### config.mk
export PLATFORM = sky130hd
export DESIGN_NAME = websocket_frame_deframer_unit_flat
export DESIGN_NICKNAME = d
export VERILOG_FILES = /design/src/sv/wsd_pkg.sv /design/src/sv/wsd_if.sv /design/src/sv/wsd_in_reg.sv /design/src/sv/wsd_parser.sv /design/src/sv/wsd_out_reg.sv /design/src/sv/websocket_frame_deframer_unit.sv /design/src/flat_wrapper.sv
export SDC_FILE = /design/constraint.sdc
export NUM_CORES = 1
export LEC_CHECK = 0
export BUFFER_PORTS_ARGS = -buffer_cell sky130_fd_sc_hd__buf_4
export CORE_AREA = 3 3 141 115
export DETAILED_ROUTE_END_ITERATION = 8
export DIE_AREA = 0 0 144 118
export PLACE_DENSITY = 0.87
export SYNTH_ARGS = -nofsm -noshare
export SYNTH_HDL_FRONTEND = slang
export SYNTH_SLANG_ARGS = --single-unit
### constraint.sdc
create_clock -name i_clk -period 12.2 [get_ports i_clk]
set_input_delay 3.66 -clock i_clk [delete_from_list [all_inputs] [get_ports i_clk]]
set_output_delay 3.66 -clock i_clk [all_outputs]
set_load 0.005 [all_outputs]
### src/sv/wsd_pkg.sv
package wsd_pkg;

    // Header decoding phases, one-hot
    typedef enum logic [4:0] {
        PH_IDLE    = 5'b00001,
        PH_LEN     = 5'b00010,
        PH_EXTLEN  = 5'b00100,
        PH_KEY     = 5'b01000,
        PH_PAYLOAD = 5'b10000
    } t_phase;

    // Length codes of the second header byte
    localparam logic [6:0] LEN7_EXT16 = 7'd126;
    localparam logic [6:0] LEN7_EXT64 = 7'd127;

    // Byte counts of the extended length and the masking key
    localparam logic [3:0] EXT16_BYTES = 4'd2;
    localparam logic [3:0] EXT64_BYTES = 4'd8;
    localparam logic [2:0] KEY_BYTES   = 3'd4;

    // One received byte with its frame start flag
    typedef struct packed {
        logic [7:0] data_byte;
        logic       frame_start;
    } t_in_item;

    // One result item
    typedef struct packed {
        logic [7:0] payload_byte;
        logic       has_data;
        logic       last_of_frame;
        logic [3:0] frame_opcode;
        logic       final_fragment;
        logic       was_masked;
    } t_result;

endpackage

### src/sv/wsd_if.sv
// Receive byte channel
interface wsd_in_if;
    logic       valid;
    logic       ready;
    logic [7:0] data_byte;
    logic       frame_start;

    modport source (output valid, output data_byte, output frame_start, input ready);
    modport sink   (input valid, input data_byte, input frame_start, output ready);
endinterface

// Unmasked payload channel
interface wsd_out_if;
    logic       valid;
    logic       ready;
    logic [7:0] payload_byte;
    logic       has_data;
    logic       last_of_frame;
    logic [3:0] frame_opcode;
    logic       final_fragment;
    logic       was_masked;

    modport source (output valid, output payload_byte, output has_data,
                    output last_of_frame, output frame_opcode,
                    output final_fragment, output was_masked, input ready);
    modport sink   (input valid, input payload_byte, input has_data,
                    input last_of_frame, input frame_opcode,
                    input final_fragment, input was_masked, output ready);
endinterface

### src/sv/wsd_in_reg.sv
module wsd_in_reg (
    input  logic              i_clk,
    input  logic              i_rst_n,
    wsd_in_if.sink            i_in,
    input  logic              i_take,
    output logic              o_valid,
    output wsd_pkg::t_in_item o_item
);

    logic              r_valid;
    wsd_pkg::t_in_item r_item;

    // Accept when empty or when the held byte moves on this cycle
    assign i_in.ready = !r_valid || i_take;

    // Hold the control bit
    always_ff @(posedge i_clk) begin
        if (!i_rst_n) begin
            r_valid <= 1'b0;
        end else if (i_in.ready) begin
            r_valid <= i_in.valid;
        end
    end

    // Capture the byte on a transfer
    always_ff @(posedge i_clk) begin
        if (i_in.valid && i_in.ready) begin
            r_item.data_byte   <= i_in.data_byte;
            r_item.frame_start <= i_in.frame_start;
        end
    end

    assign o_valid = r_valid;
    assign o_item  = r_item;

endmodule

### src/sv/wsd_parser.sv
module wsd_parser (
    input  logic              i_clk,
    input  logic              i_rst_n,
    input  logic              i_fire,
    input  wsd_pkg::t_in_item i_item,
    output logic              o_emit,
    output wsd_pkg::t_result  o_result
);

    wsd_pkg::t_phase r_phase,  n_phase;
    logic [3:0]      r_len_left, n_len_left;
    logic [2:0]      r_key_left, n_key_left;
    logic [63:0]     r_remain,   n_remain;
    logic [31:0]     r_mask_word, n_mask_word;
    logic [1:0]      r_key_pos,  n_key_pos;
    logic [3:0]      r_opcode,   n_opcode;
    logic            r_fin,      n_fin;
    logic            r_masked,   n_masked;

    logic [7:0]      key_byte;
    logic [6:0]      len7;
    logic [7:0]      b;
    logic            hdr_done;

    assign b    = i_item.data_byte;
    assign len7 = b[6:0];

    // Pick the key byte for the current payload position
    always_comb begin
        case (r_key_pos)
            2'd0:    key_byte = r_mask_word[31:24];
            2'd1:    key_byte = r_mask_word[23:16];
            2'd2:    key_byte = r_mask_word[15:8];
            default: key_byte = r_mask_word[7:0];
        endcase
    end

    // Decode one byte: advance the header state or unmask a payload byte
    always_comb begin
        n_phase     = r_phase;
        n_len_left  = r_len_left;
        n_key_left  = r_key_left;
        n_remain    = r_remain;
        n_mask_word = r_mask_word;
        n_key_pos   = r_key_pos;
        n_opcode    = r_opcode;
        n_fin       = r_fin;
        n_masked    = r_masked;
        hdr_done    = 1'b0;
        o_emit      = 1'b0;
        o_result    = '0;

        if (i_item.frame_start) begin
            n_opcode    = b[3:0];
            n_fin       = b[7];
            n_masked    = 1'b0;
            n_len_left  = '0;
            n_key_left  = '0;
            n_remain    = '0;
            n_mask_word = '0;
            n_key_pos   = '0;
            n_phase     = wsd_pkg::PH_LEN;
        end else begin
            case (r_phase)
                wsd_pkg::PH_LEN: begin
                    n_masked = b[7];
                    n_remain = '0;
                    if (len7 == wsd_pkg::LEN7_EXT16) begin
                        n_len_left = wsd_pkg::EXT16_BYTES;
                        n_phase    = wsd_pkg::PH_EXTLEN;
                    end else if (len7 == wsd_pkg::LEN7_EXT64) begin
                        n_len_left = wsd_pkg::EXT64_BYTES;
                        n_phase    = wsd_pkg::PH_EXTLEN;
                    end else begin
                        n_remain = {57'd0, len7};
                        if (n_masked) begin
                            n_key_left = wsd_pkg::KEY_BYTES;
                            n_phase    = wsd_pkg::PH_KEY;
                        end else begin
                            hdr_done = 1'b1;
                        end
                    end
                end
                wsd_pkg::PH_EXTLEN: begin
                    n_remain   = {r_remain[55:0], b};
                    n_len_left = r_len_left - 4'd1;
                    if (n_len_left == 4'd0) begin
                        if (r_masked) begin
                            n_key_left = wsd_pkg::KEY_BYTES;
                            n_phase    = wsd_pkg::PH_KEY;
                        end else begin
                            hdr_done = 1'b1;
                        end
                    end
                end
                wsd_pkg::PH_KEY: begin
                    n_mask_word = {r_mask_word[23:0], b};
                    n_key_left  = r_key_left - 3'd1;
                    if (n_key_left == 3'd0) begin
                        hdr_done = 1'b1;
                    end
                end
                wsd_pkg::PH_PAYLOAD: begin
                    o_emit                 = 1'b1;
                    o_result.payload_byte  = r_masked ? (b ^ key_byte) : b;
                    o_result.has_data      = 1'b1;
                    o_result.last_of_frame = (r_remain == 64'd1);
                    n_remain               = r_remain - 64'd1;
                    n_key_pos              = r_key_pos + 2'd1;
                    if (r_remain == 64'd1) begin
                        n_phase = wsd_pkg::PH_IDLE;
                    end
                end
                default: begin
                    n_phase = wsd_pkg::PH_IDLE;
                end
            endcase

            // Header complete: start the payload or flag an empty frame
            if (hdr_done) begin
                n_key_pos = '0;
                if (n_remain == 64'd0) begin
                    n_phase                = wsd_pkg::PH_IDLE;
                    o_emit                 = 1'b1;
                    o_result.last_of_frame = 1'b1;
                end else begin
                    n_phase = wsd_pkg::PH_PAYLOAD;
                end
            end
        end

        o_result.frame_opcode   = n_opcode;
        o_result.final_fragment = n_fin;
        o_result.was_masked     = n_masked;
    end

    // Advance the frame state when a byte is processed
    always_ff @(posedge i_clk) begin
        if (!i_rst_n) begin
            r_phase     <= wsd_pkg::PH_IDLE;
            r_len_left  <= '0;
            r_key_left  <= '0;
            r_remain    <= '0;
            r_mask_word <= '0;
            r_key_pos   <= '0;
            r_opcode    <= '0;
            r_fin       <= 1'b0;
            r_masked    <= 1'b0;
        end else if (i_fire) begin
            r_phase     <= n_phase;
            r_len_left  <= n_len_left;
            r_key_left  <= n_key_left;
            r_remain    <= n_remain;
            r_mask_word <= n_mask_word;
            r_key_pos   <= n_key_pos;
            r_opcode    <= n_opcode;
            r_fin       <= n_fin;
            r_masked    <= n_masked;
        end
    end

endmodule

### src/sv/wsd_out_reg.sv
module wsd_out_reg (
    input  logic             i_clk,
    input  logic             i_rst_n,
    input  logic             i_load,
    input  wsd_pkg::t_result i_result,
    output logic             o_free,
    wsd_out_if.source        o_out
);

    logic             r_valid;
    wsd_pkg::t_result r_result;

    // Slot is free when empty or drained this cycle
    assign o_free = !r_valid || o_out.ready;

    // Hold the valid flag until the transfer
    always_ff @(posedge i_clk) begin
        if (!i_rst_n) begin
            r_valid <= 1'b0;
        end else if (o_free) begin
            r_valid <= i_load;
        end
    end

    // Capture a new result
    always_ff @(posedge i_clk) begin
        if (i_load && o_free) begin
            r_result <= i_result;
        end
    end

    assign o_out.valid          = r_valid;
    assign o_out.payload_byte   = r_result.payload_byte;
    assign o_out.has_data       = r_result.has_data;
    assign o_out.last_of_frame  = r_result.last_of_frame;
    assign o_out.frame_opcode   = r_result.frame_opcode;
    assign o_out.final_fragment = r_result.final_fragment;
    assign o_out.was_masked     = r_result.was_masked;

endmodule

### src/sv/websocket_frame_deframer_unit.sv
// WebSocket frame deframer, receive side.
// i_in carries one received byte per transfer; frame_start marks the first
// header byte of a frame and restarts header decoding at any time.
// o_out carries unmasked payload bytes tagged with the frame's opcode, FIN
// and mask bits; last_of_frame marks the final byte. A zero-length frame
// gives a single result with has_data low and last_of_frame high.
// Header bytes, and bytes outside a frame, give no result.
// Path: a byte transferred in sits in the input register while the decode
// runs, and its result loads the output register when that register is free.
// Throughput: one byte per cycle while o_out does not stall, set by the
// single decode stage between the two registers.
// When o_out stalls, the output register holds its result and the input
// register still takes one more byte; bytes that give no result keep
// flowing through the decoder while the output waits.
// Reset (synchronous, active low) empties both registers and returns the
// decoder to idle, waiting for a start byte.
module websocket_frame_deframer_unit (
    input  logic      i_clk,
    input  logic      i_rst_n,
    wsd_in_if.sink    i_in,
    wsd_out_if.source o_out
);

    logic              in_valid;
    wsd_pkg::t_in_item in_item;
    logic              emit;
    wsd_pkg::t_result  result;
    logic              out_free;
    logic              fire;

    // Process the held byte unless its result has nowhere to go
    assign fire = in_valid && (!emit || out_free);

    wsd_in_reg u_in_reg (
        .i_clk   (i_clk),
        .i_rst_n (i_rst_n),
        .i_in    (i_in),
        .i_take  (fire),
        .o_valid (in_valid),
        .o_item  (in_item)
    );

    wsd_parser u_parser (
        .i_clk    (i_clk),
        .i_rst_n  (i_rst_n),
        .i_fire   (fire),
        .i_item   (in_item),
        .o_emit   (emit),
        .o_result (result)
    );

    wsd_out_reg u_out_reg (
        .i_clk    (i_clk),
        .i_rst_n  (i_rst_n),
        .i_load   (fire && emit),
        .i_result (result),
        .o_free   (out_free),
        .o_out    (o_out)
    );

endmodule

### src/flat_wrapper.sv
// flat-port wrapper written by rule: the top's interface ports become plain ports
module websocket_frame_deframer_unit_flat 
  (i_clk, i_rst_n, i_in_valid, i_in_data_byte, i_in_frame_start, i_in_ready, o_out_valid, o_out_payload_byte, o_out_has_data, o_out_last_of_frame, o_out_frame_opcode, o_out_final_fragment, o_out_was_masked, o_out_ready);
  wsd_in_if i_in_i ();
  wsd_out_if o_out_i ();
  input  logic i_clk;
  input  logic i_rst_n;
  input wire logic [$bits(i_in_i.valid)-1:0] i_in_valid;
  input wire logic [$bits(i_in_i.data_byte)-1:0] i_in_data_byte;
  input wire logic [$bits(i_in_i.frame_start)-1:0] i_in_frame_start;
  output wire logic [$bits(i_in_i.ready)-1:0] i_in_ready;
  output wire logic [$bits(o_out_i.valid)-1:0] o_out_valid;
  output wire logic [$bits(o_out_i.payload_byte)-1:0] o_out_payload_byte;
  output wire logic [$bits(o_out_i.has_data)-1:0] o_out_has_data;
  output wire logic [$bits(o_out_i.last_of_frame)-1:0] o_out_last_of_frame;
  output wire logic [$bits(o_out_i.frame_opcode)-1:0] o_out_frame_opcode;
  output wire logic [$bits(o_out_i.final_fragment)-1:0] o_out_final_fragment;
  output wire logic [$bits(o_out_i.was_masked)-1:0] o_out_was_masked;
  input wire logic [$bits(o_out_i.ready)-1:0] o_out_ready;
  assign i_in_i.valid = i_in_valid;
  assign i_in_i.data_byte = i_in_data_byte;
  assign i_in_i.frame_start = i_in_frame_start;
  assign i_in_ready = i_in_i.ready;
  assign o_out_valid = o_out_i.valid;
  assign o_out_payload_byte = o_out_i.payload_byte;
  assign o_out_has_data = o_out_i.has_data;
  assign o_out_last_of_frame = o_out_i.last_of_frame;
  assign o_out_frame_opcode = o_out_i.frame_opcode;
  assign o_out_final_fragment = o_out_i.final_fragment;
  assign o_out_was_masked = o_out_i.was_masked;
  assign o_out_i.ready = o_out_ready;
  websocket_frame_deframer_unit u_core (.i_clk(i_clk), .i_rst_n(i_rst_n), .i_in(i_in_i), .o_out(o_out_i));
endmodule
== After elaboration in Yosys (flattened, before gate mapping) ==
Index checks and enable logic that the tools add are counted.
Word-level totals
  memory bits (writable): 0
  memories: 0
  output and inout port bits: 18
  register bits: 143
  bits in latches: 0
  bits in read-only memories: 0
Operators by class
  bitwise operators: 2
  shift operators: 0
  reduce and logical (&&, ||, !) cells: 24
  $mul: 0
  muxes and demuxes: 52
  divide/modulo/power cells: 0
  order comparisons: 0
  $add $sub $neg: 4
  eq/ne operators: 20
Operators by type and width (count)
  case mux 64 bit (3 select lines): 1
  2-to-1 mux 64 bit: 2
  equality test 64 x 1 -> 1 bit (second input constant): 1
  logical NOT 64 bit: 1
  2-to-1 mux 32 bit: 2
  subtractor 64 x 1 -> 64 bit (second input constant): 1
  2-to-1 mux 5 bit: 9
  case mux 8 bit (3 select lines): 1
  case mux 5 bit (4 select lines): 1
  2-to-1 mux 3 bit: 6
  2-to-1 mux 1 bit: 16
  2-to-1 mux 4 bit: 4
  != test 4 x 3 -> 1 bit (second input constant): 4
  != test 3 x 2 -> 1 bit (second input constant): 5
  equality test 7 bit (second input constant): 2
  2-to-1 mux 7 bit: 2
  case mux 3 bit (3 select lines): 1
  2-to-1 mux 2 bit: 4
  2-to-1 mux 8 bit: 1
  case mux 4 bit (2 select lines): 1
  bitwise XOR 8 bit: 1
  AND reduction 7 bit: 1
  != test 6 x 4 -> 1 bit (second input constant): 1
  AND reduction 6 bit: 1
  24 further kinds: 33

== Longest topological paths before layout ==
  depth in word-level cells: 14
  depth in mapped cells: 18
  mapped depth without buffers: 13

== By module ==
A second synthesis with hierarchy kept.
Unflattened totals
  cell total of the unflattened synthesis: 1264
  area total of the unflattened synthesis: 9496.6 um2
Modules (own cells, without submodules)
  wsd_parser: instances 1, area each 8612.0 um2, seq. area each 2322.2 um2, cells an instance 1226
  wsd_out_reg: instances 1, area each 538.0 um2, seq. area each 500.5 um2, cells an instance 21
  wsd_in_reg: instances 1, area each 327.8 um2, seq. area each 290.3 um2, cells an instance 14
  websocket_frame_deframer_unit: instances 1, area each 18.8 um2, seq. area each 0.0 um2, cells an instance 3

== Least setup slack after synthesis ==
OpenSTA, ideal clock, no wires.
  path kind: input -> output
  start point: input port o_out_ready
  end point: output port i_in_ready
  setup slack: 4588 ps
  stages on the path: 3
  required time: 8540 ps
  data arrival time: 3952 ps
  cell sequence: inv_1 > o2111a_1 > inv_1
Between the ends
  word-level cells in the longest chain between the ends: 4
RTL lines
  start: declaration: line flat_wrapper.sv:19  | input wire logic [$bits(o_out_i.ready)-1:0] o_out_ready;
  logical OR 1 bit: line wsd_out_reg.sv:14  | assign o_free = !r_valid || o_out.ready;
  logical OR 1 bit: line websocket_frame_deframer_unit.sv:32  | assign fire = in_valid && (!emit || out_free);
  logical AND 1 bit: line websocket_frame_deframer_unit.sv:32
  logical OR 1 bit: line wsd_in_reg.sv:14  | assign i_in.ready = !r_valid || i_take;
  end: declaration: line flat_wrapper.sv:11  | output wire logic [$bits(i_in_i.ready)-1:0] i_in_ready;
No other way between the ends.

== Worst setup path after layout ==
  start point: register u_core.u_parser.r_remain[1]
  end point: output port i_in_ready
Between the ends
  word-level cells in the longest chain between the ends: 11
RTL lines
  start: declaration: line wsd_parser.sv:13  | logic [63:0] r_remain, n_remain;
  start signal: assignment: line wsd_parser.sv:153  | r_remain <= n_remain;
  subtractor 64 x 1 -> 64 bit: line wsd_parser.sv:108  | n_remain = r_remain - 64'd1;
  case mux 64 bit (3 select lines) (*): line wsd_parser.sv:64  | case (r_phase)
  2-to-1 mux 64 bit (*): line wsd_parser.sv:53  | if (i_item.frame_start) begin
  logical NOT 64 bit (*): line wsd_parser.sv:122  | if (n_remain == 64'd0) begin
  2-to-1 mux 1 bit (*): line wsd_parser.sv:122
  2-to-1 mux 1 bit (*): line wsd_parser.sv:120  | if (hdr_done) begin
  2-to-1 mux 1 bit (*): line wsd_parser.sv:53
  logical NOT 1 bit (*): line websocket_frame_deframer_unit.sv:32
  logical OR 1 bit (*): line websocket_frame_deframer_unit.sv:32
  logical AND 1 bit (*): line websocket_frame_deframer_unit.sv:32
  logical OR 1 bit (*): line wsd_in_reg.sv:14
Every way passes the cells marked *; elsewhere a longest branch is shown, timed or not. The select of a mux whose other input is x is not followed.

==> impl_results.md <==
* Worst hold path startpoint: u_core.u_parser.r_fin
* Post-CTS Repair Setup Buffers at 0
* Area delta synth->final at 8.73%
* Core ar. at 15,000 um^2
* Synthesis Warnings at 0
* Most common cell after layout, fill and taps aside: nand2_1
* Delay-heaviest family, CP: simple AND/OR/NAND/NOR gates
* Total gr overflow at 0
* CP peak stage delay at 900 ps
* Register area share after synthesis at 33.9%
* Detail Route Antenna Nets at 0
* Syn Area/Cell at 8.00 um^2
* Comb pwr share at 5.2%
* Clock Power Share at 49.5%
* CTS resizes at 0
* Required time of the critical path at 8540 ps
* Worst Path Arrival at 5520 ps
* Most frequent cells in the layout: nand2_1, dfxtp_1, nor2_1, mux2i_1, buf_4
* GRT Total Usage at 38.4%
* WS Path Type: register to output port
* Place WS at 3700 ps
* Clock latency on the worst-skew pair at 440 ps
* First-pass GRT wire length at 50,800 um
* Post-DP HPWL at 22,800 um
* Area after DPL at 9390 um^2
* Mapped Cells at 1,148
* Clk slew on worst S/H paths at 70 ps
* Fin crit share at 75.3%
* Synth Cell Area at 9190 um^2
* Element type at the critical path end: output port
* CP startpoint: u_core.u_parser.r_remain[1]
* Pin count of the biggest net entering global routing at 88
* PD cells at 109 nW/um^2
* Clock Sinks at 143
* CTS Hold Buffers Added at 0
* Hold WC Path Type: register to register
* Synthesized net count at 1,171
* Remaining DRCs at 0
* Worst R2R Start: u_core.u_parser.r_remain[1]
* Internal power at 812 uW
* Final hold slack at 459 ps
* Boundary Pins at 31
* Critical Path Most Common Cell: inv_1
* Yosys reg bits at 143
* Ys async rst share at 0%
* Switching Fraction at 25.1%
* Fill count at 1,246
* Max Slew Vio Count at 0
* Iteration-0 DRC Markers at 1,863
* Slew headroom at 12.4%
* Routed WL at 32,900 um
* Fin nets at 1,137
* IO buf count at 30
* Util after Layout at 66.8%
* Main synth FF type: dfxtp_1
* Clock Tree Root: clkbuf_16
* Peak VDD IR at 0.0859 mV
* Clock buffer count from CTS at 17
* Netlist cell types at 75
* Worst-margin pin slew at 1300 ps
* Share of layout cells above drive strength 1 at 10.1%
* Critical-path cell list: inv_1 > ha_1 > or3b_1 > nor3_1 > nand3_1 > mux2i_1 > or4_1 > nor4b_1 > nand4_1 > nor4_4 > and4b_1 > o2111a_1 > inv_1 > buf_4
* Vias per Instance at 7.34
* Sequential share of power at 45.3%
* Row cnt at 40
* Max frequency at 109 MHz
* Worst Path Max Fanout at 8
* Max cap viols at 0
* Post-synth EDFFs at 25
* Final setup viols at 0
* Slowest CP cell: nor3_1
* Setup tns final at 0 ps
* Leak Pwr at 4.17 nW
* Worst Setup Start Kind: register
* Worst Path Buf+Inv at 3
* Vias at 9,662
* Tmin final at 9180 ps
* Initial antenna violation count at 0
* Initial Util at 61.4%
* Clock Path Buffers at 2
* Layout Skew at 13.3 ps
* CTS tree: done
* Routability cong. at 1.04
* Final hold vios at 0
* RSZ-0062 raised after global routing: no
* Outcome: completed
* Fin cells at 1,317
* Htree depth at 4
* Die H at 118 um
* First drt pass iteration count at 7
* Tot Pwr at 1.08 mW
* Die ar. at 17,000 um^2
* # placed instances at 1,284
* Post-route cell area at 9990 um^2
* Die W at 144 um
* Setup ws final at 3020 ps
* Switching Power at 272 uW
* Vias in the first global route at 8,755
* Routed length per instance at 25.0 um
==> cells in the mapped netlist, drive strengths merged (5+ instances only) <==
cell type	number	area share, %
a211o	6	0.57
a211oi	8	0.65
a21o	8	0.65
a21oi	31	1.7
a222oi	8	0.87
a22o	34	3.2
a22oi	12	0.98
a31o	5	0.48
a31oi	12	0.89
a32o	8	0.87
and3	7	0.48
and4	9	0.89
buf	28	1.7
clkbuf	74	3.0
dfxtp	118	26
edfxtp	25	8.2
ha	10	1.4
inv	17	0.69
mux2	9	1.1
mux2i	68	7.4
nand2	211	8.6
nand2b	8	0.54
nand3	43	2.3
nand4	28	1.9
nor2	81	3.3
nor3	25	1.4
nor4	40	3.2
nor4b	6	0.57
o211a	5	0.54
o211ai	22	1.8
o21a	5	0.41
o21ai	46	2.5
o311ai	9	0.86
o41ai	6	0.57
or2	6	0.41
or3	19	1.3
or4	22	1.8
xnor2	8	0.76
xor2	11	1.0
==> state kept, by name, summed over array words and instances, names as in the netlist, 2 cells and up <==
name	flops
u_core.u_parser.r_key_left	3
u_core.u_parser.r_len_left	4
u_core.u_parser.r_remain	64
u_core.u_out_reg.o_out.frame_opcode	4
u_core.u_parser.r_opcode	4
u_core.u_out_reg.o_out.payload_byte	8
u_core.u_in_reg.o_item	9
u_core.u_parser.r_phase	5
u_core.u_parser.r_mask_word	32
u_core.u_parser.r_key_pos	2
==> area by class of cell <==
class	count	area, um^2	share of cell area, %
inverter	17	63.8	0.639
timing repair buffer	49	368	3.68
clock buffer	19	443	4.43
sequential	143	3110	31.2
multi-input combinational	886	5610	56.2
tap	189	236	2.37
clock inverter	13	154	1.54
antenna	1	2.50	0.0250
==> power by group through the flow <==
| stage | combinational, mW | clock, mW | sequential, mW |
|---|---|---|---|
| final | 0.0561 | 0.537 | 0.492 |
| after global routing | 0.0586 | 0.557 | 0.492 |
| after CTS | 0.0542 | 0.537 | 0.491 |
| after detailed placement | 0.0538 | 0 | 0.501 |
| after global placement | 0.0529 | 0 | 0.501 |
| after floorplan | 0.0386 | 0 | 0.498 |
==> worst paths after layout <==
check,cells past startpoint,end,slack [ps]
worst max-delay path,14,i_in_ready,3020
worst min-delay path,2,u_core.u_parser.r_fin,460
worst max register to register,15,u_core.u_parser.r_remain[4],6090
worst min register to register,2,u_core.u_parser.r_fin,460
==> kinds of logic after synthesis <==
| family | after synthesis | synth area share [%] |
|---|---|---|
| XOR/XNOR | 19 | 1.81 |
| AO/OA/AOI/OAI | 258 | 20.7 |
| AND/OR/NAND/NOR | 522 | 28.3 |
| flip-flops | 143 | 33.9 |
| buffers and inverters | 119 | 5.38 |
| multiplexers | 77 | 8.51 |
| adder cells (fa/ha/maj) | 10 | 1.36 |
==> per-layer routing <==
metal / global-route usage (%) / vias up / routed length (um)
li1: - / 4244 / -
met1: 56.1 / 4507 / 13500
met2: 50.6 / 809 / 12900
met3: 17.0 / 102 / 5620
met4: 11.1 / 0 / 905
met5: 0 / - / 0
==> worst min-delay path, delay by kind of cell (launching register included) <==
kind | cells | cell delay, ps
DFF | 1 | 310
muxes | 1 | 50
and+or+nand+nor | 1 | 50
Power figures use the tool's default switching activity.
